[config.mk]
export PLATFORM = sky130hd
export DESIGN_NAME = fgkt_cfg_regs_flat
export DESIGN_NICKNAME = d
export VERILOG_FILES = /design/src/hw/rtl/fgkt_pkg.sv /design/src/hw/rtl/fgkt_if.sv /design/src/hw/rtl/fgkt_cfg_regs.sv /design/src/flat_wrapper.sv
export SDC_FILE = /design/constraint.sdc
export NUM_CORES = 1
export LEC_CHECK = 0
export BUFFER_PORTS_ARGS = -buffer_cell sky130_fd_sc_hd__buf_4
export CORE_ASPECT_RATIO = 1.75
export CORE_MARGIN = 2
export CORE_UTILIZATION = 50
export DETAILED_ROUTE_END_ITERATION = 6
export PLACE_DENSITY = 0.79
export SLEW_MARGIN = 20
export SYNTH_ARGS = -nofsm -noshare
export SYNTH_HDL_FRONTEND = slang
export SYNTH_SLANG_ARGS = --single-unit
[constraint.sdc]
create_clock -name clk_i -period 0.8 [get_ports clk_i]
set_input_delay 0 -clock clk_i [delete_from_list [all_inputs] [get_ports clk_i]]
set_output_delay 0 -clock clk_i [all_outputs]
set_load 0.05 [all_outputs]
[src/hw/rtl/fgkt_pkg.sv]
`timescale 1ns / 1ps
`default_nettype none

package fgkt_pkg;

  localparam int unsigned DATA_W = 32;
  // Widest exact sum: state plus two rounded gain terms
  localparam int unsigned ACC_W  = 46;
  // Rounded gain term: Q28.36 product shifted down to Q28.16
  localparam int unsigned TERM_W = 44;
  // Rounded predict step: Q17.48 product shifted down to Q17.16
  localparam int unsigned STEP_W = 33;
  localparam int unsigned GAIN_FRAC = 20;
  localparam int unsigned DT_FRAC   = 32;
  localparam int unsigned REG_IDX_W = 3;

  typedef enum logic [REG_IDX_W-1:0] {
    REG_TIME_STEP         = 3'd0,
    REG_GAIN_POS_FROM_POS = 3'd1,
    REG_GAIN_POS_FROM_VEL = 3'd2,
    REG_GAIN_VEL_FROM_POS = 3'd3,
    REG_GAIN_VEL_FROM_VEL = 3'd4
  } cfg_reg_e;

  typedef enum logic {
    ACT_PREDICT = 1'b0,
    ACT_UPDATE  = 1'b1
  } action_e;

  localparam logic [DATA_W-1:0]        TIME_STEP_RST         = 32'd4294967;
  localparam logic signed [DATA_W-1:0] GAIN_POS_FROM_POS_RST = 32'sd655360;
  localparam logic signed [DATA_W-1:0] GAIN_POS_FROM_VEL_RST = -32'sd786434097;
  localparam logic signed [DATA_W-1:0] GAIN_VEL_FROM_POS_RST = 32'sd459;
  localparam logic signed [DATA_W-1:0] GAIN_VEL_FROM_VEL_RST = 32'sd1966080;

  typedef struct packed {
    logic [DATA_W-1:0]        time_step;
    logic signed [DATA_W-1:0] gain_pos_from_pos;
    logic signed [DATA_W-1:0] gain_pos_from_vel;
    logic signed [DATA_W-1:0] gain_vel_from_pos;
    logic signed [DATA_W-1:0] gain_vel_from_vel;
  } cfg_t;

  typedef struct packed {
    logic signed [DATA_W-1:0] pos_x;
    logic signed [DATA_W-1:0] pos_y;
    logic signed [DATA_W-1:0] vel_x;
    logic signed [DATA_W-1:0] vel_y;
    logic signed [DATA_W-1:0] prev_x;
    logic signed [DATA_W-1:0] prev_y;
  } state_t;

  typedef struct packed {
    action_e                  action;
    logic signed [DATA_W-1:0] meas_x;
    logic signed [DATA_W-1:0] meas_y;
  } item_t;

  // Clamp to the 32-bit signed range
  function automatic logic signed [DATA_W-1:0] sat_s32(input logic signed [ACC_W-1:0] v);
    logic signed [ACC_W-1:0] max_v;
    logic signed [ACC_W-1:0] min_v;
    max_v = ACC_W'({1'b0, {(DATA_W-1){1'b1}}});
    min_v = -max_v - ACC_W'(1);
    if (v > max_v) begin
      return max_v[DATA_W-1:0];
    end else if (v < min_v) begin
      return min_v[DATA_W-1:0];
    end
    return v[DATA_W-1:0];
  endfunction

  // gain * innovation, rounded to nearest with ties toward plus infinity
  function automatic logic signed [TERM_W-1:0] gain_term(
    input logic signed [DATA_W-1:0] gain,
    input logic signed [DATA_W-1:0] inn
  );
    logic signed [2*DATA_W-1:0] prod;
    logic signed [2*DATA_W-1:0] rnd;
    prod = gain * inn;
    rnd  = prod + ((2*DATA_W)'(1) <<< (GAIN_FRAC - 1));
    return rnd[2*DATA_W-1:GAIN_FRAC];
  endfunction

  // dt * velocity, rounded to nearest with ties toward plus infinity
  function automatic logic signed [STEP_W-1:0] dt_term(
    input logic [DATA_W-1:0]        dt,
    input logic signed [DATA_W-1:0] vel
  );
    logic signed [2*DATA_W:0] prod;
    logic signed [2*DATA_W:0] rnd;
    prod = $signed({1'b0, dt}) * vel;
    rnd  = prod + ((2*DATA_W+1)'(1) <<< (DT_FRAC - 1));
    return rnd[2*DATA_W:DT_FRAC];
  endfunction

endpackage

`default_nettype wire

[src/hw/rtl/fgkt_if.sv]
`timescale 1ns / 1ps
`default_nettype none


interface fgkt_cfg_if;
  import fgkt_pkg::*;
  logic                 valid;
  logic                 ready;
  logic [REG_IDX_W-1:0] index;
  logic [DATA_W-1:0]    data;

  modport source (output valid, index, data, input ready);
  modport sink   (input valid, index, data, output ready);
endinterface

`default_nettype wire

[src/hw/rtl/fgkt_cfg_regs.sv]
`timescale 1ns / 1ps
`default_nettype none

module fgkt_cfg_regs import fgkt_pkg::*; (
  input  wire logic clk_i,
  input  wire logic rst_ni,
  fgkt_cfg_if.sink  cfg_i,
  output cfg_t      cfg_o
);

  cfg_t cfg_d, cfg_q;
  logic wr_en;

  assign cfg_i.ready = 1'b1;
  assign wr_en       = cfg_i.valid && cfg_i.ready;

  always_comb begin
    cfg_d = cfg_q;
    if (wr_en) begin
      unique case (cfg_reg_e'(cfg_i.index))
        REG_TIME_STEP:         cfg_d.time_step         = cfg_i.data;
        REG_GAIN_POS_FROM_POS: cfg_d.gain_pos_from_pos = $signed(cfg_i.data);
        REG_GAIN_POS_FROM_VEL: cfg_d.gain_pos_from_vel = $signed(cfg_i.data);
        REG_GAIN_VEL_FROM_POS: cfg_d.gain_vel_from_pos = $signed(cfg_i.data);
        REG_GAIN_VEL_FROM_VEL: cfg_d.gain_vel_from_vel = $signed(cfg_i.data);
        default: ; // drop writes to unused indexes
      endcase
    end
  end

  always_ff @(posedge clk_i or negedge rst_ni) begin
    if (!rst_ni) begin
      cfg_q.time_step         <= TIME_STEP_RST;
      cfg_q.gain_pos_from_pos <= GAIN_POS_FROM_POS_RST;
      cfg_q.gain_pos_from_vel <= GAIN_POS_FROM_VEL_RST;
      cfg_q.gain_vel_from_pos <= GAIN_VEL_FROM_POS_RST;
      cfg_q.gain_vel_from_vel <= GAIN_VEL_FROM_VEL_RST;
    end else begin
      cfg_q <= cfg_d;
    end
  end

  assign cfg_o = cfg_q;

endmodule

`default_nettype wire

[src/flat_wrapper.sv]
// flat-port wrapper written by rule: the top's interface ports become plain ports
module fgkt_cfg_regs_flat import fgkt_pkg::*;
  (clk_i, rst_ni, cfg_o, cfg_i_valid, cfg_i_index, cfg_i_data, cfg_i_ready);
  fgkt_cfg_if cfg_i_i ();
  input  wire logic clk_i;
  input  wire logic rst_ni;
  output cfg_t cfg_o;
  input wire logic [$bits(cfg_i_i.valid)-1:0] cfg_i_valid;
  input wire logic [$bits(cfg_i_i.index)-1:0] cfg_i_index;
  input wire logic [$bits(cfg_i_i.data)-1:0] cfg_i_data;
  output wire logic [$bits(cfg_i_i.ready)-1:0] cfg_i_ready;
  assign cfg_i_i.valid = cfg_i_valid;
  assign cfg_i_i.index = cfg_i_index;
  assign cfg_i_i.data = cfg_i_data;
  assign cfg_i_ready = cfg_i_i.ready;
  fgkt_cfg_regs u_core (.clk_i(clk_i), .rst_ni(rst_ni), .cfg_i(cfg_i_i), .cfg_o(cfg_o));
endmodule
==> impl_metrics.csv, run 1 <==
group,metric,value,unit
critical_path,cp-end-kind,"primary output",
synth,ys_ff_latch,160,
sta,finalWorstSetupSlack,-0.355,ns
clock_tree,htreeDepth,4,
routing,wl_met2,12.4,mm
synth,synth_top_area_share,46.3,%
critical_path,path_max_fanout,2,
sta,period_share,144,%
die,pin_count,199,
synth,synth_edf_count,0,
die,die_w,88.6,um
sta,finClkSkew,0,ns
worst_hold_path,hp-class,"primary input to async pin",
synth,ys_async_sr_fraction,100,%
synth,synthesis.nets,383,
global_routing,grt_max_degree,36,
global_routing,antenna_found_initial,0,
placement,port_buffers,197,
synth,avgSynthCellArea,18.2,sq um
routing,dr.pass1.iters,4,
final_layout,fillCellCount,399,
sta,finalCriticalPeriod,1.15,ns
global_routing,grt_pass1_wl,30.8,mm
synth,synth_cells,345,
placement,place_congestion,0.781,
synth,synth_commonest_cells,"dfrtp_1, mux2_2, dfstp_2",
clock_tree,clock_sinks,160,
critical_path,crit_family,"flip-flops",
final_layout,largest_register_ffs,160,
routing,drc,0,
final_layout,fin_area,11200,sq um
outcome,status,"finished, violations left",
die,rows,54,
critical_path,arrival,1.15,ns
routing,drt_iter0_markers,201,
job,drv_cap,0,
clock_tree,tritoncts,"done",
outcome,violations,"hold timing, setup timing",
routing,route.met3.wl,1.06,mm
clock_tree,cts_hold_buf,33,
routing,routed.top_layer,"met4",
critical_path,cp_slowest_cell,"dfstp_2",
synth,synth_top_area_cell,"dfrtp_1",
power,p_leak,5.21,nW
final_layout,drive_gt1_share,86.7,%
sta,slew_violations,0,
final_layout,multi_input_area,2420,sq um
clock_tree,path_clk_slew,0.07,ns
final_layout,syn_to_final_growth,79.0,%
routing,vias_per_cell,5.29,
die,placeableCoreArea,12400,sq um
synth,synth_ff_type,"dfrtp_1",
routing,wl_per_cell,26.4,um
routing,wl,22.6,mm
clock_tree,root_buffer,"clkbuf_16",
sta,clock.fmax,0.866,GHz
clock_tree,insertion_delay,0.41,ns
routing,ant_nets,0,
sta,hold_viol,6,
synth,mappedNetlistArea,6270,sq um
critical_path,cp_num_buf_inv,1,
routing,num_vias,4538,
power,cellPowerDensity,3300,nW/um^2
synth,ys_warn_count,0,
final_layout,fin_cells,858,
clock_tree,numCtsBuffers,17,
critical_path,slowest_delay,0.58,ns
placement,placed_cells,712,
synth,synthDistinctLibCells,14,
synth,synthTopCellsByArea,"dfrtp_1, mux2_2, dfstp_2",
sta,hold_slack,-0.00410,ns
sta,setup_viol,281,
die,dieHeight,152,um
global_routing,grt-ovfl-total,0,
synth,synth-seq-area-share,64.8,%
power,total_power,37.1,mW
final_layout,num_antenna_cells,0,
clock_tree,cts_buffer_depth,2,
final_layout,finalNetCount,715,
critical_path,path_class,"flop to primary output",
power,vdd_drop_max,2260,uV
critical_path,critPathLaunchType,"flop",
critical_path,crit_required,0.80,ns
placement,hpwl,10.9,mm
global_routing,grt_pass1_vias,5075,
die,fp.dieArea,13500,sq um
placement,dpl-instance-area,8380,sq um
global_routing,grtUsageTotal,31.5,%
critical_path,path_cells,"buf_8",
sta,rsz0062_at_grt,"yes",
routing,m1WireLength,8.22,mm
die,start_util,50.7,%
final_layout,seq_area,4140,sq um
## cells in the final DEF (no fill, tap or decap), types with 3 or more instances in the layout
master	netlist	final
buf_4	2	58
dfstp_2	44	44
clkinv_2	0	3
dfrtp_1	116	52
buf_6	10	170
clkbuf_1	0	4
buf_16	0	5
buf_12	3	11
buf_8	0	53
clkbuf_16	0	19
mux2_2	116	21
dlygate4sd3_1	0	33
mux2_4	35	138
clkinvlp_4	0	4
dfrtp_2	0	64
## repair_timing
action | in CTS | in global routing
endpoints found under the setup margin | 224 | 271
endpoints found under the hold margin | 320 | 11
pin swaps | 3 | 2
cloned | 6 | 2
buffers inserted | 50 | 29
resized for setup | 260 | 64
## routing by layer
metal,GRT usage [%],vias to the layer above
met3,8.69,61
met5,0,-
met2,54.8,208
met4,14.5,0
met1,34.3,2393
li1,-,1876
## area by class of cell
type | instances | area share [%]
clock inverters | 10 | 1.01
multi-input cells | 166 | 21.6
well taps | 168 | 1.87
repair buffers | 332 | 34.6
flip-flops and latches | 160 | 36.9
clock buffers | 22 | 4.05
## metrics by stage
step	util [%]	setup TNS (ns)	setup WS, ns
2_1_floorplan	-	-27.97	-0.248
3_3_place_gp	67.8	-62.06	-0.486
3_5_place_dp	67.8	-66.68	-0.498
4_1_cts	87.2	-40.50	-0.348
5_1_grt	90.7	-50.14	-0.371
6_report	90.7	-44.88	-0.355
## logic make-up after synthesis
| family | count (synthesis) | share of synthesized area, % |
|---|---|---|
| flops | 160 | 64.8 |
| other cells | 1 | 0.0598 |
| buf+inv | 19 | 3.31 |
| mux | 160 | 30.8 |
| simple gates | 5 | 1.04 |
## report_power, final
group | switching, mW | internal [mW]
clock | 3.36 | 4.68
combinational | 9.10 | 7.68
sequential | 1.86 | 10.4
total | 14.3 | 22.8
## worst paths after layout
check	start	to	slack, ns	cells after the start
setup / recovery	u_core.cfg_o[74]	cfg_o[74]	-0.35	1
hold / removal	rst_ni	u_core.cfg_o[124]	-0.004	2
setup reg to reg	u_core.cfg_o[22]	u_core.cfg_o[22]	-0.16	2
hold reg to reg	u_core.cfg_o[61]	u_core.cfg_o[61]	0.53	1
max in group asynchronous	rst_ni	u_core.cfg_o[128]	0.22	3
min in group clk_i	cfg_i_index[1]	u_core.cfg_o[11]	0.22	5
No activity file was read; power rests on OpenSTA's default activity.
==> inputs of run 2 (changes only) <==
--- a/config.mk
+++ b/config.mk
@@ -10,7 +10,9 @@
 export CORE_MARGIN = 2
 export CORE_UTILIZATION = 50
 export DETAILED_ROUTE_END_ITERATION = 6
+export GPL_TIMING_DRIVEN = 1
 export PLACE_DENSITY = 0.79
+export REMOVE_ABC_BUFFERS = 1
 export SLEW_MARGIN = 20
 export SYNTH_ARGS = -nofsm -noshare
 export SYNTH_HDL_FRONTEND = slang
==> impl_metrics.csv, run 2 (same netlist as run 1, synthesis figures left out) <==
group,metric,value,unit
global_routing,grtUsageMet1,33.3,%
die,die_w,88.6,um
clock_tree,numCtsBuffers,17,
clock_tree,clock_sinks,160,
clock_tree,insertion_delay,0.42,ns
routing,wl_per_cell,27.4,um
critical_path,critPathLaunchType,"flop",
die,fp.dieArea,13500,sq um
clock_tree,path_clk_slew,0.07,ns
global_routing,grtUsageTotal,30.6,%
die,placeableCoreArea,12400,sq um
critical_path,crit_required,0.80,ns
sta,finalCriticalPeriod,1.18,ns
sta,setup_viol,262,
placement,place_congestion,0.779,
sta,slew_violations,0,
final_layout,largest_register_ffs,160,
final_layout,layout.cells.most_common,"buf_6",
critical_path,cp-end-kind,"primary output",
sta,finClkSkew,0,ns
power,vdd_drop_max,2330,uV
routing,ant_nets,0,
power,total_power,37.3,mW
critical_path,path_class,"flop to primary output",
critical_path,cp_slowest_cell,"dfstp_2",
outcome,status,"finished, violations left",
clock_tree,cts_buffer_depth,2,
routing,num_vias,4545,
critical_path,cp_num_buf_inv,1,
global_routing,grt_pass1_wl,29.8,mm
global_routing,grt-ovfl-total,0,
routing,drc,0,
placement,port_buffers,197,
outcome,violations,"setup timing",
critical_path,path_cells,"buf_8",
clock_tree,tritoncts,"done",
power,cellPowerDensity,3410,nW/um^2
job,drv_cap,0,
critical_path,crit_start,"u_core.cfg_o[19]",
routing,wl,23.2,mm
routing,drt_iter0_markers,298,
die,dieHeight,152,um
clock_tree,root_buffer,"clkbuf_16",
critical_path,reg2reg_to,"u_core.cfg_o[11]",
critical_path,arrival,1.18,ns
critical_path,r2r_start,"u_core.cfg_o[11]",
global_routing,grt_max_degree,36,
final_layout,finalNetCount,702,
die,pin_count,199,
critical_path,cp.depth,1,
die,start_util,50.7,%
final_layout,final_cell_mix,"buf_6, dfrtp_1, mux2_4, mux2_2, buf_4",
clock_tree,htreeDepth,4,
sta,rsz0062_at_grt,"yes",
power,p_leak,5.12,nW
die,rows,54,
critical_path,slowest_delay,0.59,ns
routing,dr.pass1.iters,5,
critical_path,reg2reg_depth,2,
critical_path,cp-endpoint,"cfg_o[19]",
global_routing,grtUsageMet3,7.06,%
critical_path,reg2reg_slack,-0.19,ns
final_layout,syn_to_final_growth,74.6,%
sta,finalWorstSetupSlack,-0.376,ns
sta,hold_slack,0.0169,ns
sta,period_share,147,%
final_layout,fillCellCount,434,
global_routing,antenna_found_initial,1,
global_routing,use_met2,53.0,%
routing,vias_per_cell,5.37,
global_routing,grt_pass1_vias,4901,
sta,hold_viol,0,
sta,clock.fmax,0.851,GHz
critical_path,crit_family,"flip-flops",
global_routing,busiest_layer,"met2",
critical_path,path_max_fanout,2,
placement,hpwl,10.8,mm
worst_hold_path,hp-class,"primary input to async pin",
final_layout,drive_gt1_share,76.8,%
## run 2: changes by cell type in the layout (fill, tap and decap cells not counted), moves of 3 or more
cell | before | now
mux2_4 | 138 | 105
dfrtp_1 | 52 | 116
buf_8 | 53 | 47
dfrtp_2 | 64 | 0
buf_4 | 58 | 49
mux2_2 | 21 | 51
mux2_1 | 1 | 4
## run 2: final cells by class
cell class | count | area (sq um) | area share [%]
flip-flops and latches | 160 | 4060 | 37.1
clock inverters | 12 | 184 | 1.68
clock buffers | 20 | 447 | 4.08
multi-input cells | 166 | 2290 | 21.0
diodes | 1 | 2.50 | 0.0229
well taps | 168 | 210 | 1.92
repair buffers | 319 | 3750 | 34.2
## run 2: per-stage QoR
step	setup slack (ns)	TNS [ns]	area [sq um]	utilization, %	std cells
6_report	-0.376	-45.32	10900	88.5	846
5_1_grt	-0.392	-50.11	10900	88.5	846
4_1_cts	-0.344	-39.51	10400	84.1	821
3_5_place_dp	-0.511	-61.61	8010	64.8	708
3_3_place_gp	-0.482	-59.53	8010	64.8	708
2_1_floorplan	-4.82	-327.20	6060	-	326
## run 2: how the worst min path moves through the flow
| stage | to | slack [ns] | depth (start not counted) |
|---|---|---|---|
| global route | u_core.cfg_o[59] | 0.04 | 2 |
| floorplan | u_core.cfg_o[0] | -0.30 | 0 |
| detailed placement | u_core.cfg_o[27] | -0.11 | 1 |
| global placement | u_core.cfg_o[27] | -0.11 | 1 |
| finish | u_core.cfg_o[59] | 0.02 | 2 |
| CTS | u_core.cfg_o[27] | 0.01 | 2 |
## run 2: what timing repair did
item,4_1_cts,5_1_grt
pin swaps,3,3
hold buffers,33,0
endpoints found under the hold margin,320,0
resized for setup,257,93
gates cloned,6,3
buffers inserted,42,25
endpoints found under the setup margin,200,280
## run 2: layer usage
layer	vias to the layer above	routed length, um
met5	-	0
met4	0	1680
met3	85	1130
met2	219	12500
met1	2385	7890
li1	1856	-
## run 2: power by group
group | internal, mW | leakage (nW) | total, mW | switching [mW]
combinational | 7.24 | 2.97 | 16.4 | 9.13
clock | 5.35 | 0.302 | 8.83 | 3.48
sequential | 10.3 | 1.85 | 12.1 | 1.85
total | 22.9 | 5.12 | 37.3 | 14.5
## run 2: worst reg2reg max path, cell delays in order, from the launching register on
cell	delay [ns]
dfrtp_1	0.44
buf_6	0.15
mux2_4	0.28
